### src/sv/tcw_pkg.sv
// Shared types and constants for the text console writer.
// Used by tcw_ctrl and text_console_writer; no dependencies.
`default_nettype none

package tcw_pkg;

    localparam int COLUMNS_DEF = 80;
    localparam int ROWS_DEF    = 25;

    // widest cell address for the supported geometry (256 x 128)
    localparam int ADDR_MAX_W   = 15;
    localparam int CELL_W       = 16;
    localparam int CURSOR_OUT_W = 11;

    localparam logic [7:0] BLANK_ATTR       = 8'h0F;
    localparam logic [7:0] SPACE_CHAR       = 8'h20;
    localparam logic [7:0] NEWLINE_CHAR     = 8'd10;
    localparam logic [7:0] BACKSPACE_CHAR   = 8'd8;
    localparam logic [7:0] DEFAULT_ATTR_RST = 8'h0F;

    // register index taken from paddr[2]
    localparam logic REG_DEFAULT_ATTR = 1'b0;

    typedef enum logic [1:0] {
        ACT_PUT   = 2'd0,
        ACT_READ  = 2'd1,
        ACT_CLEAR = 2'd2
    } action_t;

    typedef enum logic [2:0] {
        ST_IDLE,
        ST_DECODE,
        ST_SCROLL,
        ST_FILL,
        ST_PUT,
        ST_READ,
        ST_DONE
    } state_t;

    typedef struct packed {
        logic                  we;
        logic [ADDR_MAX_W-1:0] waddr;
        logic [CELL_W-1:0]     wdata;
        logic                  re;
        logic [ADDR_MAX_W-1:0] raddr;
    } ram_req_t;

endpackage

`default_nettype wire

### src/sv/tcw_ctrl.sv
// Sequencer and cursor datapath of the text console writer.
// Depends on tcw_pkg; drives the screen RAM through a ram_req_t bundle.
`default_nettype none

module tcw_ctrl
    import tcw_pkg::*;
#(
    parameter int COLUMNS = COLUMNS_DEF,
    parameter int ROWS    = ROWS_DEF
) (
    input  wire logic                    clk,
    input  wire logic                    rst_n,
    input  wire logic                    start,
    input  wire logic [1:0]              action,
    input  wire logic [7:0]              char_code,
    input  wire logic [7:0]              attribute,
    input  wire logic                    use_default,
    input  wire logic                    at_cursor,
    input  wire logic [6:0]              column,
    input  wire logic [4:0]              row,
    input  wire logic [7:0]              default_attribute,
    input  wire logic [CELL_W-1:0]       ram_rdata,
    output ram_req_t                     ram_req,
    output logic                         busy,
    output logic                         done,
    output logic [CURSOR_OUT_W-1:0]      cursor_position,
    output logic [7:0]                   cell_char,
    output logic [7:0]                   cell_attribute
);

    localparam int CELLS = COLUMNS * ROWS;
    localparam int AW    = $clog2(CELLS);
    localparam int CW    = $clog2(CELLS + 1);
    localparam int COLW  = $clog2(COLUMNS);
    localparam int ROWW  = $clog2(ROWS + 1);

    localparam logic [CELL_W-1:0] BLANK_CELL = {BLANK_ATTR, SPACE_CHAR};

    state_t state_reg, state_next;

    logic [CW-1:0]   cursor_reg, cursor_next;
    logic [COLW-1:0] ccol_reg, ccol_next;
    logic [ROWW-1:0] crow_reg, crow_next;
    logic            pend_reg, pend_next;
    logic            put_pend_reg, put_pend_next;

    logic [1:0]      act_reg;
    logic [7:0]      ch_reg;
    logic [7:0]      attr_reg;
    logic            at_cur_reg;
    logic [6:0]      col_reg;
    logic [4:0]      row_reg;
    logic [CW-1:0]   cnt_reg, cnt_next;
    logic [AW-1:0]   dst_reg, dst_next;
    logic [7:0]      rd_char_reg, rd_char_next;
    logic [7:0]      rd_attr_reg, rd_attr_next;

    logic                  in_range;
    logic [ADDR_MAX_W-1:0] pos_full;
    logic [AW-1:0]         pos_addr;
    logic [CW-1:0]         cnt_inc;
    logic                  we;
    logic [AW-1:0]         waddr;
    logic [CELL_W-1:0]     wdata;
    logic                  re;
    logic [AW-1:0]         raddr;

    assign in_range = (9'(col_reg) < 9'(COLUMNS)) && (8'(row_reg) < 8'(ROWS));
    assign pos_full = ADDR_MAX_W'(row_reg) * ADDR_MAX_W'(COLUMNS) + ADDR_MAX_W'(col_reg);
    assign pos_addr = pos_full[AW-1:0];

    // sweep counter increment, shared by scroll copy and fill
    assign cnt_inc = cnt_reg + CW'(1);

    always_ff @(posedge clk or negedge rst_n)
    begin
        if (!rst_n)
        begin
            state_reg    <= ST_IDLE;
            cursor_reg   <= '0;
            ccol_reg     <= '0;
            crow_reg     <= '0;
            pend_reg     <= 1'b0;
            put_pend_reg <= 1'b0;
        end
        else
        begin
            state_reg    <= state_next;
            cursor_reg   <= cursor_next;
            ccol_reg     <= ccol_next;
            crow_reg     <= crow_next;
            pend_reg     <= pend_next;
            put_pend_reg <= put_pend_next;
        end
    end

    always_ff @(posedge clk)
    begin
        if (state_reg == ST_IDLE && start)
        begin
            act_reg    <= action;
            ch_reg     <= char_code;
            attr_reg   <= use_default ? default_attribute : attribute;
            at_cur_reg <= at_cursor;
            col_reg    <= column;
            row_reg    <= row;
        end
        cnt_reg     <= cnt_next;
        dst_reg     <= dst_next;
        rd_char_reg <= rd_char_next;
        rd_attr_reg <= rd_attr_next;
    end

    always_comb
    begin
        state_next    = state_reg;
        cursor_next   = cursor_reg;
        ccol_next     = ccol_reg;
        crow_next     = crow_reg;
        pend_next     = pend_reg;
        put_pend_next = put_pend_reg;
        cnt_next      = cnt_reg;
        dst_next      = dst_reg;
        rd_char_next  = rd_char_reg;
        rd_attr_next  = rd_attr_reg;
        we            = 1'b0;
        waddr         = '0;
        wdata         = '0;
        re            = 1'b0;
        raddr         = '0;
        done          = 1'b0;

        unique case (state_reg)
            ST_IDLE:
            begin
                if (start)
                begin
                    state_next = ST_DECODE;
                end
            end

            ST_DECODE:
            begin
                rd_char_next = '0;
                rd_attr_next = '0;
                state_next   = ST_DONE;
                case (act_reg)
                    ACT_PUT:
                    begin
                        if (ch_reg == NEWLINE_CHAR)
                        begin
                            if (crow_reg >= ROWW'(ROWS - 1))
                            begin
                                // scroll, then the cursor lands on the start of its own row
                                cursor_next   = cursor_reg - CW'(ccol_reg);
                                ccol_next     = '0;
                                cnt_next      = CW'(COLUMNS);
                                pend_next     = 1'b0;
                                put_pend_next = 1'b0;
                                state_next    = ST_SCROLL;
                            end
                            else
                            begin
                                cursor_next = cursor_reg - CW'(ccol_reg) + CW'(COLUMNS);
                                ccol_next   = '0;
                                crow_next   = crow_reg + ROWW'(1);
                            end
                        end
                        else if (ch_reg == BACKSPACE_CHAR)
                        begin
                            if (cursor_reg != '0)
                            begin
                                cursor_next = cursor_reg - CW'(1);
                                we          = 1'b1;
                                waddr       = AW'(cursor_reg - CW'(1));
                                wdata       = {attr_reg, SPACE_CHAR};
                                if (ccol_reg == '0)
                                begin
                                    ccol_next = COLW'(COLUMNS - 1);
                                    crow_next = crow_reg - ROWW'(1);
                                end
                                else
                                begin
                                    ccol_next = ccol_reg - COLW'(1);
                                end
                            end
                        end
                        else if (at_cur_reg)
                        begin
                            if (cursor_reg == CW'(CELLS))
                            begin
                                // screen full: scroll, then write the first cell of the last row
                                cursor_next   = CW'(CELLS - COLUMNS + 1);
                                ccol_next     = COLW'(1);
                                crow_next     = ROWW'(ROWS - 1);
                                cnt_next      = CW'(COLUMNS);
                                pend_next     = 1'b0;
                                put_pend_next = 1'b1;
                                state_next    = ST_SCROLL;
                            end
                            else
                            begin
                                we          = 1'b1;
                                waddr       = cursor_reg[AW-1:0];
                                wdata       = {attr_reg, ch_reg};
                                cursor_next = cursor_reg + CW'(1);
                                if (ccol_reg == COLW'(COLUMNS - 1))
                                begin
                                    ccol_next = '0;
                                    crow_next = crow_reg + ROWW'(1);
                                end
                                else
                                begin
                                    ccol_next = ccol_reg + COLW'(1);
                                end
                            end
                        end
                        else if (in_range)
                        begin
                            we    = 1'b1;
                            waddr = pos_addr;
                            wdata = {attr_reg, ch_reg};
                        end
                    end

                    ACT_READ:
                    begin
                        if (in_range)
                        begin
                            re         = 1'b1;
                            raddr      = pos_addr;
                            state_next = ST_READ;
                        end
                    end

                    ACT_CLEAR:
                    begin
                        cursor_next = '0;
                        ccol_next   = '0;
                        crow_next   = '0;
                        cnt_next    = '0;
                        state_next  = ST_FILL;
                    end

                    default:
                    begin
                        state_next = ST_DONE;
                    end
                endcase
            end

            ST_SCROLL:
            begin
                // read cell n, write it one row up in the next cycle
                if (pend_reg)
                begin
                    we    = 1'b1;
                    waddr = dst_reg;
                    wdata = ram_rdata;
                end
                if (cnt_reg != CW'(CELLS))
                begin
                    re        = 1'b1;
                    raddr     = cnt_reg[AW-1:0];
                    dst_next  = AW'(cnt_reg - CW'(COLUMNS));
                    pend_next = 1'b1;
                    cnt_next  = cnt_inc;
                end
                else
                begin
                    pend_next  = 1'b0;
                    cnt_next   = CW'(CELLS - COLUMNS);
                    state_next = ST_FILL;
                end
            end

            ST_FILL:
            begin
                we    = 1'b1;
                waddr = cnt_reg[AW-1:0];
                wdata = BLANK_CELL;
                if (cnt_reg == CW'(CELLS - 1))
                begin
                    state_next = put_pend_reg ? ST_PUT : ST_DONE;
                end
                else
                begin
                    cnt_next = cnt_inc;
                end
            end

            ST_PUT:
            begin
                we            = 1'b1;
                waddr         = AW'(CELLS - COLUMNS);
                wdata         = {attr_reg, ch_reg};
                put_pend_next = 1'b0;
                state_next    = ST_DONE;
            end

            ST_READ:
            begin
                rd_char_next = ram_rdata[7:0];
                rd_attr_next = ram_rdata[15:8];
                state_next   = ST_DONE;
            end

            ST_DONE:
            begin
                done       = 1'b1;
                state_next = ST_IDLE;
            end

            default:
            begin
                state_next = ST_IDLE;
            end
        endcase
    end

    assign ram_req = '{
        we:    we,
        waddr: ADDR_MAX_W'(waddr),
        wdata: wdata,
        re:    re,
        raddr: ADDR_MAX_W'(raddr)
    };

    assign busy            = (state_reg != ST_IDLE);
    assign cursor_position = CURSOR_OUT_W'(cursor_reg);
    assign cell_char       = rd_char_reg;
    assign cell_attribute  = rd_attr_reg;

endmodule

`default_nettype wire

### config.mk
export PLATFORM = sky130hd
export DESIGN_NAME = tcw_ctrl
export DESIGN_NICKNAME = d
export VERILOG_FILES = /design/src/sv/tcw_pkg.sv /design/src/sv/tcw_ctrl.sv
export SDC_FILE = /design/constraint.sdc
export NUM_CORES = 1
export LEC_CHECK = 0
export ABC_CLOCK_PERIOD_IN_PS = 8750
export BUFFER_PORTS_ARGS = -buffer_cell sky130_fd_sc_hd__buf_2
export CELL_PAD_IN_SITES_DETAIL_PLACEMENT = 0
export CELL_PAD_IN_SITES_GLOBAL_PLACEMENT = 1
export CORE_ASPECT_RATIO = 1.5
export CORE_UTILIZATION = 25
export DETAILED_ROUTE_END_ITERATION = 12
export GPL_ROUTABILITY_DRIVEN = 0
export PLACE_DENSITY_LB_ADDON = 0.1
export SYNTH_ARGS = -nofsm -noshare
export SYNTH_HDL_FRONTEND = slang
export SYNTH_SLANG_ARGS = --single-unit
### constraint.sdc
create_clock -name clk -period 8.75 [get_ports clk]
set_input_delay 0.4375 -clock clk [delete_from_list [all_inputs] [get_ports clk]]
set_output_delay 0.4375 -clock clk [all_outputs]
set_load 0.01 [all_outputs]
Word level (Yosys, flattened, before mapping)

Cells that the tools add are included.

Add/subtract/negate cells: 11
Multipliers: 1
Magnitude comparators: 3
Equality and inequality tests: 33
Muxes and demuxes: 95
Reduce and logical (&&, ||, !) cells: 21

Operators by type and width:

| operator              | count |
|---|---|
| $mux 11               | 23 |
| $mux 16               | 8 |
| $pmux 11 s2           | 3 |
| $pmux 16 s4           | 1 |
| $mux 7                | 7 |
| $pmux 11 s4           | 1 |
| $mux 5                | 8 |
| $pmux 11 s3           | 1 |
| $pmux 8 s2            | 2 |
| $ne 4x4->1 const B    | 7 |
| $mux 3                | 8 |
| $add 11x1->11 const B | 2 |
| $eq 11x11->1 const B  | 2 |
| $mux 1                | 22 |
| $eq 8x4->1 const B    | 2 |
| $ne 3x3->1 const B    | 5 |
| $pmux 3 s5            | 1 |
| $pmux 7 s2            | 1 |
| $reduce_and 7->1      | 2 |
| $reduce_and 6->1      | 2 |
| $add 11x7->11         | 1 |
| $add 11x7->11 const B | 1 |
| $ne 11x11->1 const B  | 1 |
| $reduce_bool 11->1    | 1 |
| other kinds (37)      | 52 |

Bits in registers: 97
Bits of input ports: 59

Logic depth before layout (Yosys ltp)

Gate-level depths: netlist (run 1).

Depth after elaboration: 8
Depth in mapped cells: 12
Gate-level depth less buffers: 12

Worst setup path after synthesis (run 1)

No wires, ideal clock.

Path type: register -> register
Start point: reg cursor_reg[0], in the netlist cursor_position[0]
End point: reg cnt_reg[0], enable pin
Setup time: 0.397 ns
Arrival: 3.066 ns
Data required time: 8.353 ns
Slack: 5.288 ns
Cell stages (with the launch flop): 9
Period minus slack after synthesis: 3.462 ns
Cell sequence: dfrtp_1 inv_1 ha_1 or3b_1 buf_6 or4_4 o211ai_1 nor3_1 a211oi_1

Word-level cells in the longest chain between the ends: 3

RTL lines:

| item                              | line            | RTL |
|---|---|---|
| start, declared                   | tcw_ctrl.sv:41  | `logic [CW-1:0] cursor_reg, cursor_next;` |
| start signal, assigned            | tcw_ctrl.sv:89  | `cursor_reg <= cursor_next;` |
| $eq 11x11->1                      | tcw_ctrl.sv:190 | `if (cursor_reg == CW'(CELLS))` |
| $ne 4x4->1 (no source line)       | -               |  |
| $reduce_and 7->1 (no source line) | -               |  |
| end signal, assigned              | tcw_ctrl.sv:108 | `cnt_reg <= cnt_next;` |
| end, declared                     | tcw_ctrl.sv:53  | `logic [CW-1:0] cnt_reg, cnt_next;` |

Every way passes these cells.
A chain may end at the register's enable or synchronous reset.

==> results.tsv, run 1 <==
metric	value	unit
status	completed	
place_hpwl	18.5	mm
ir_worst_vdd	0.110	mV
postSynthCellCount	718	
fin_crit_sh	45.4	%
synthToLayoutAreaGrowth	17.1	%
crit_slowest_cell	or4_4	
initial_utilization	25.6	%
relSlewSlack	20.4	%
ant_nets	0	
worst-setup-path-type	flip-flop to output pin	
synthArstFlopShare	28.9	%
coreArea	26700	um^2
drt_iter0_markers	340	
cp_cell_sequence	inv_1 -> ha_1 -> or3b_1 -> or4_4 -> o21a_4 -> mux2_4 -> nand2_4 -> nand2b_2 -> or3_1 -> buf_2	
end_kind	output pin	
clk_latency	0.36	ns
post-cts-setup-buffers	0	
rsz0062_at_grt	false	
yosysSeqAreaShare	40.6	%
fill_cells	2825	
die-area	28000	um^2
worstReg2RegEnd	cursor_position[8]$_DFFE_PN0P_	
r2r_cells	12	
period_needed	3.97	ns
utilization	30.0	%
finalHoldViolCount	0	
grt_overflow	0	
synth.cell_area	6830	um^2
synth_edf_count	69	
critPathRequiredTime	8.31	ns
die_w	137	um
num_rows	73	
maxCapViolCount	0	
timing.final.setup_violations	0	
route.detailed.drc	0	
fin_nets	905	
power_density	217	nW/um^2
path_clk_slew	0.07	ns
ys_ff_latch	97	
cp.arrival	3.54	ns
die_y	204	um
antenna_found_initial	0	
cts_tree	done	
cts_hold_buffers	0	
first_global_vias	6074	
root_buffer	clkbuf_16	
synth.distinct_cells	77	
placed_area	7700	um^2
finalMaxSlewViolations	0	
power.leakage	3.31	nW
max_stage_delay	0.60	ns
via_per_inst	5.20	
dr_total_vias	6001	
grtUsageTotal	17.8	%
wirelength	24.1	mm
p_total	1.73	mW
synth_top_flop_cell	edfxtp_1	
ios	136	
yosys_warnings	0	
clock_path_buffers	2	
grt_pass1_wl	36.8	mm
worstSetupStartpointType	flip-flop	
cts_buffers	9	
drt_first_pass_iters	5	
cts_max_level	3	
drive_gt1_share	22.6	%
synth.avg_cell_area	9.51	um^2
worstPathMaxFanout	10	
grt_max_degree	34	
cts_sinks	97	
io_buffers	127	
tightest_slew	1.19	ns
fmax	252	MHz
antennaDiodeCount	0	
ctsResizeCount	0	
r2r_slack	5.19	ns
hold_path_class	input port to asynchronous set/reset pin	
avgRoutedWirePerCell	20.9	um
final_cell_area	8000	um^2
rr_startpoint	cursor_position[0]$_DFFE_PN0P_	
fin_skew	0.00834	ns
setup_tns	0	ns
## Yosys cell counts, types with 7 or more instances
cell,instances,share of area (%)
a221oi_1,8,1.0
inv_1,26,1.4
xnor2_1,19,2.4
xor2_1,13,1.7
clkbuf_1,40,2.2
o21ai_0,47,3.4
a21oi_1,25,1.8
mux2_2,10,1.6
o211ai_1,7,0.77
and2_1,10,0.92
a22oi_1,9,0.99
nor3_1,25,1.8
nand3_1,20,1.5
a21o_1,8,0.88
edfxtp_1,69,30
a221o_1,10,1.5
and3_1,24,2.2
a31oi_1,7,0.64
buf_4,10,1.1
or3_1,7,0.64
nand2_1,58,3.2
ha_1,30,5.5
a22o_1,23,2.9
nor2_1,52,2.9
o31ai_1,10,1.1
dfrtp_1,28,10
## metrics by stage
step	setup WS, ns	hold WS, ns	std cells
after global placement	5.25	0.457	1139
after detailed placement	5.17	0.463	1139
after global routing	4.57	0.196	1155
final	4.78	0.144	1155
after floorplan	5.29	0.142	725
after CTS	4.76	0.168	1155
## layout by cell type, fill, tap and decap left out, types with 7 or more instances in the layout
cell type,instances
xnor2_1,19
edfxtp_1,69
nor2_1,51
and3_1,24
dfrtp_1,28
nand2_1,58
conb_1,8
or3_1,7
inv_1,26
nor3_1,25
a22oi_1,9
o21ai_0,47
o31ai_1,10
clkbuf_16,9
a221o_1,10
ha_1,30
buf_2,127
a31oi_1,7
xor2_1,13
a221oi_1,8
nand3_1,20
a22o_1,23
o211ai_1,7
a21o_1,8
mux2_2,10
buf_4,9
a21oi_1,25
and2_1,10
## kinds of logic (layout without fill, tap and decap cells)
family / count (synthesis) / after routing / share of synthesized area [%]
AND/OR/NAND/NOR: 249 / 249 / 18.9
XOR/XNOR: 32 / 32 / 4.10
flip-flops: 97 / 97 / 40.6
adder cells (fa/ha/maj): 33 / 33 / 6.37
buffers and inverters: 85 / 178 / 5.72
AO/OA/AOI/OAI: 207 / 207 / 21.9
multiplexers: 14 / 14 / 2.31
other: 1 / 8 / 0.0549
## metal layers
metal | up-vias | wire, um | GRT usage, %
li1 | 2881 | - | -
met1 | 2930 | 9350 | 19.5
met2 | 165 | 13200 | 33.5
met3 | 25 | 847 | 2.38
met4 | 0 | 651 | 7.18
met5 | - | 0 | 0
## report_power, final
part,total (mW),internal (mW),switching (mW),leakage (nW)
sequential,0.679,0.587,0.0923,1.04
combinational,0.646,0.275,0.371,2.14
clock,0.409,0.221,0.188,0.137
total,1.73,1.08,0.651,3.31
## layout make-up
cell class / instances / area, um^2 / share of cell area, %
multi-input cells: 543 / 3700 / 46.3
flip-flops and latches: 97 / 2770 / 34.7
repair buffers: 136 / 703 / 8.79
well taps: 337 / 422 / 5.27
clock buffers: 9 / 225 / 2.82
inverters: 26 / 97.6 / 1.22
clock inverters: 7 / 71.3 / 0.892
## how the worst max path moves through the flow
stage / start / endpoint / slack, ns / cells past startpoint
2_1_floorplan: cursor_position[0]$_DFFE_PN0P_ / cnt_reg[0]$_DFFE_PP_ / 5.29 / 8
3_3_place_gp: cursor_position[0]$_DFFE_PN0P_ / ram_req[47] / 5.25 / 10
3_5_place_dp: cursor_position[0]$_DFFE_PN0P_ / ram_req[47] / 5.17 / 10
4_1_cts: cursor_position[0]$_DFFE_PN0P_ / ram_req[47] / 4.76 / 10
5_1_grt: cursor_position[0]$_DFFE_PN0P_ / ram_req[47] / 4.57 / 10
6_report: cursor_position[0]$_DFFE_PN0P_ / ram_req[47] / 4.78 / 10
## critical path, delay by kind of cell (launching register included)
family / cells / cell delay [ns]
multiplexers: 1 / 0.28
AO/OA/AOI/OAI: 1 / 0.15
buffers and inverters: 2 / 0.30
adder cells (fa/ha/maj): 1 / 0.26
AND/OR/NAND/NOR: 5 / 1.73
flip-flops: 1 / 0.45
Power figures use the tool's default switching activity.
==> run 2: changes to the inputs <==
--- a/config.mk
+++ b/config.mk
@@ -5,7 +5,7 @@
 export SDC_FILE = /design/constraint.sdc
 export NUM_CORES = 1
 export LEC_CHECK = 0
-export ABC_CLOCK_PERIOD_IN_PS = 8750
+export ABC_CLOCK_PERIOD_IN_PS = 3830
 export BUFFER_PORTS_ARGS = -buffer_cell sky130_fd_sc_hd__buf_2
 export CELL_PAD_IN_SITES_DETAIL_PLACEMENT = 0
 export CELL_PAD_IN_SITES_GLOBAL_PLACEMENT = 1
==> constraint.sdc (replaced) <==
create_clock -name clk -period 3.83 [get_ports clk]
set_input_delay 0.1915 -clock clk [delete_from_list [all_inputs] [get_ports clk]]
set_output_delay 0.1915 -clock clk [all_outputs]
set_load 0.01 [all_outputs]
==> run 2 against run 1 <==
  * Worst hold slack got worse by 0.13 ns
  * Routed wire length increased by 1.5%
  * Clock skew decreased by 0.0033 ns
  * Combinational power increased by 130%
  * Critical path depth unchanged
  * Final cell count increased by 3.7%
  * Non-clock buffer count increased by 43
  * First-iteration DRC count decreased by 3.5%
  * Sequential share of layout area decreased by 1.5 points
==> results.tsv, run 2 (synthesized netlist as in run 1, its figures left out) <==
metric	value	unit
status	completed	
fmax	276	MHz
hold_path_class	input port to flip-flop	
r2r_slack	0.41	ns
seqCellArea	2770	um^2
cp.arrival	3.43	ns
die_w	137	um
grt_max_degree	33	
route.detailed.drc	0	
cell_internal_pwr	2.43	mW
fin_crit_sh	94.5	%
final_common_cell	buf_2	
drive_gt1_share	23.9	%
crit_slowest_cell	or4_4	
drt_first_pass_iters	5	
power.leakage	3.50	nW
antenna_found_initial	0	
fill_cells	2872	
multi_input_area	3720	um^2
swShare	38.0	%
ant_nets	0	
fin_nets	948	
setup_tns	0	ns
utilization	31.3	%
pwr-share-comb	38.3	%
fin_skew	0.00509	ns
wirelength	24.5	mm
fin_cells	1198	
critPathRequiredTime	3.64	ns
maxCapViolCount	0	
die_y	204	um
grt_pass1_wl	37.6	mm
place_hpwl	19.0	mm
cts_max_level	3	
dr_total_vias	6123	
placed_cells	1159	
worstSetupStartpointType	flip-flop	
post-cts-setup-buffers	0	
worst-setup-path-type	flip-flop to output pin	
ir_worst_vdd	0.231	mV
coreArea	26700	um^2
cp_cell_sequence	inv_1 -> ha_1 -> or3b_4 -> or4_4 -> o21a_4 -> mux2_4 -> nand2_4 -> nand2b_2 -> a221o_1 -> buf_2	
relSlewSlack	20.5	%
dpl_worst_slack	0.242	ns
drt_iter0_markers	328	
timing.critical_path.buf_inv	2	
timing.final.setup_violations	0	
clkPwrFrac	22.3	%
root_buffer	clkbuf_16	
setup_ws	0.210	ns
via_per_inst	5.11	
worstPathMaxFanout	10	
synthToLayoutAreaGrowth	22.4	%
cts_buffers	9	
period_needed	3.62	ns
max_stage_delay	0.56	ns
tightest_slew	1.19	ns
critPathTopFamily	simple AND/OR/NAND/NOR gates	
seq_power_share	39.3	%
netSwitchingPower	1.49	mW
cts_sinks	97	
grt_overflow	0	
initial_utilization	25.6	%
finalMaxSlewViolations	0	
path_clk_slew	0.07	ns
finalHoldViolCount	0	
rsz0062_at_grt	false	
cts_tree	done	
first_global_vias	6259	
die-area	28000	um^2
io_buffers	127	
whs	0.0105	ns
end_kind	output pin	
num_rows	73	
grtUsageTotal	18.1	%
mostFrequentLayoutCells	buf_2 (127), edfxtp_1 (69), nand2_1 (58)	
avgRoutedWirePerCell	20.4	um
clock_path_buffers	2	
power_density	469	nW/um^2
ios	136	
clk_latency	0.37	ns
antennaDiodeCount	0	
[run 2: cell types whose count changed in the layout (fill, tap and decap cells not counted), sizes merged]
cell | previous run | this run
bufinv | 1 | 0
clkbuf | 9 | 11
buf | 136 | 156
clkinv | 3 | 4
clkinvlp | 3 | 1
dlygate4sd3 | 0 | 23
[run 2: path summary, 6_finish.rpt]
path,start,end,cells after the start
worst max-delay path,cursor_position[1]$_DFFE_PN0P_,ram_req[24],10
worst min-delay path,char_code[5],ch_reg[5]$_DFFE_PP_,1
worst max register to register,cursor_position[1]$_DFFE_PN0P_,cursor_position[8]$_DFFE_PN0P_,10
worst min register to register,pend_reg$_DFFE_PN0P_,pend_reg$_DFFE_PN0P_,1
max in group asynchronous,rst_n,cursor_position[5]$_DFFE_PN0P_,2
min in group asynchronous,rst_n,ccol_reg[5]$_DFFE_PN0P_,2
[run 2: timing repair]
action,CTS,global route
hold endpoints to repair,48,2
hold buffers,21,2
setup endpoints to repair,0,14
resized for setup,0,4
[run 2: worst register-to-register path, stage by stage, from the launching register on]
cell,delay [ns]
dfrtp_1,0.51
ha_1,0.34
nor2b_1,0.15
o2111a_1,0.29
or4_1,0.51
and2_1,0.20
ha_1,0.21
o21ai_0,0.39
o31ai_1,0.14
nor4bb_1,0.17
a2111o_1,0.40
[run 2: routing by layer]
metal  up-vias  GRT usage (%)  part of all wire (%)
li1       2975              -                     -
met5         -              0                     0
met1      2978           20.7                    40
met2       132           33.0                    54
met3        38           2.58                   3.0
met4         0           7.81                   3.1
[run 2: stage by stage]
step / total power, mW / instance area [um^2]
finish: 3.92 / 8360
detailed placement: 3.04 / 7850
global placement: 3.04 / 7850
floorplan: 2.49 / 6860
CTS: 3.96 / 8330
global route: 4.16 / 8360
[run 2: power groups by stage]
stage | clock network, mW | registers (mW) | logic (mW)
after detailed placement | 0 | 1.56 | 1.48
after global placement | 0 | 1.56 | 1.48
final | 0.876 | 1.54 | 1.50
after floorplan | 0 | 1.43 | 1.06
after CTS | 0.902 | 1.54 | 1.51
after global routing | 0.933 | 1.57 | 1.66
[run 2: layout make-up]
| cell class | instances | share of cell area [%] |
|---|---|---|
| Sequential cell | 97 | 33.2 |
| Timing Repair Buffer | 179 | 13.0 |
| Multi-Input combinational cell | 543 | 44.5 |
| Inverter | 26 | 1.17 |
| Clock buffer | 11 | 2.78 |
| Tap cell | 337 | 5.04 |
| Clock inverter | 5 | 0.404 |
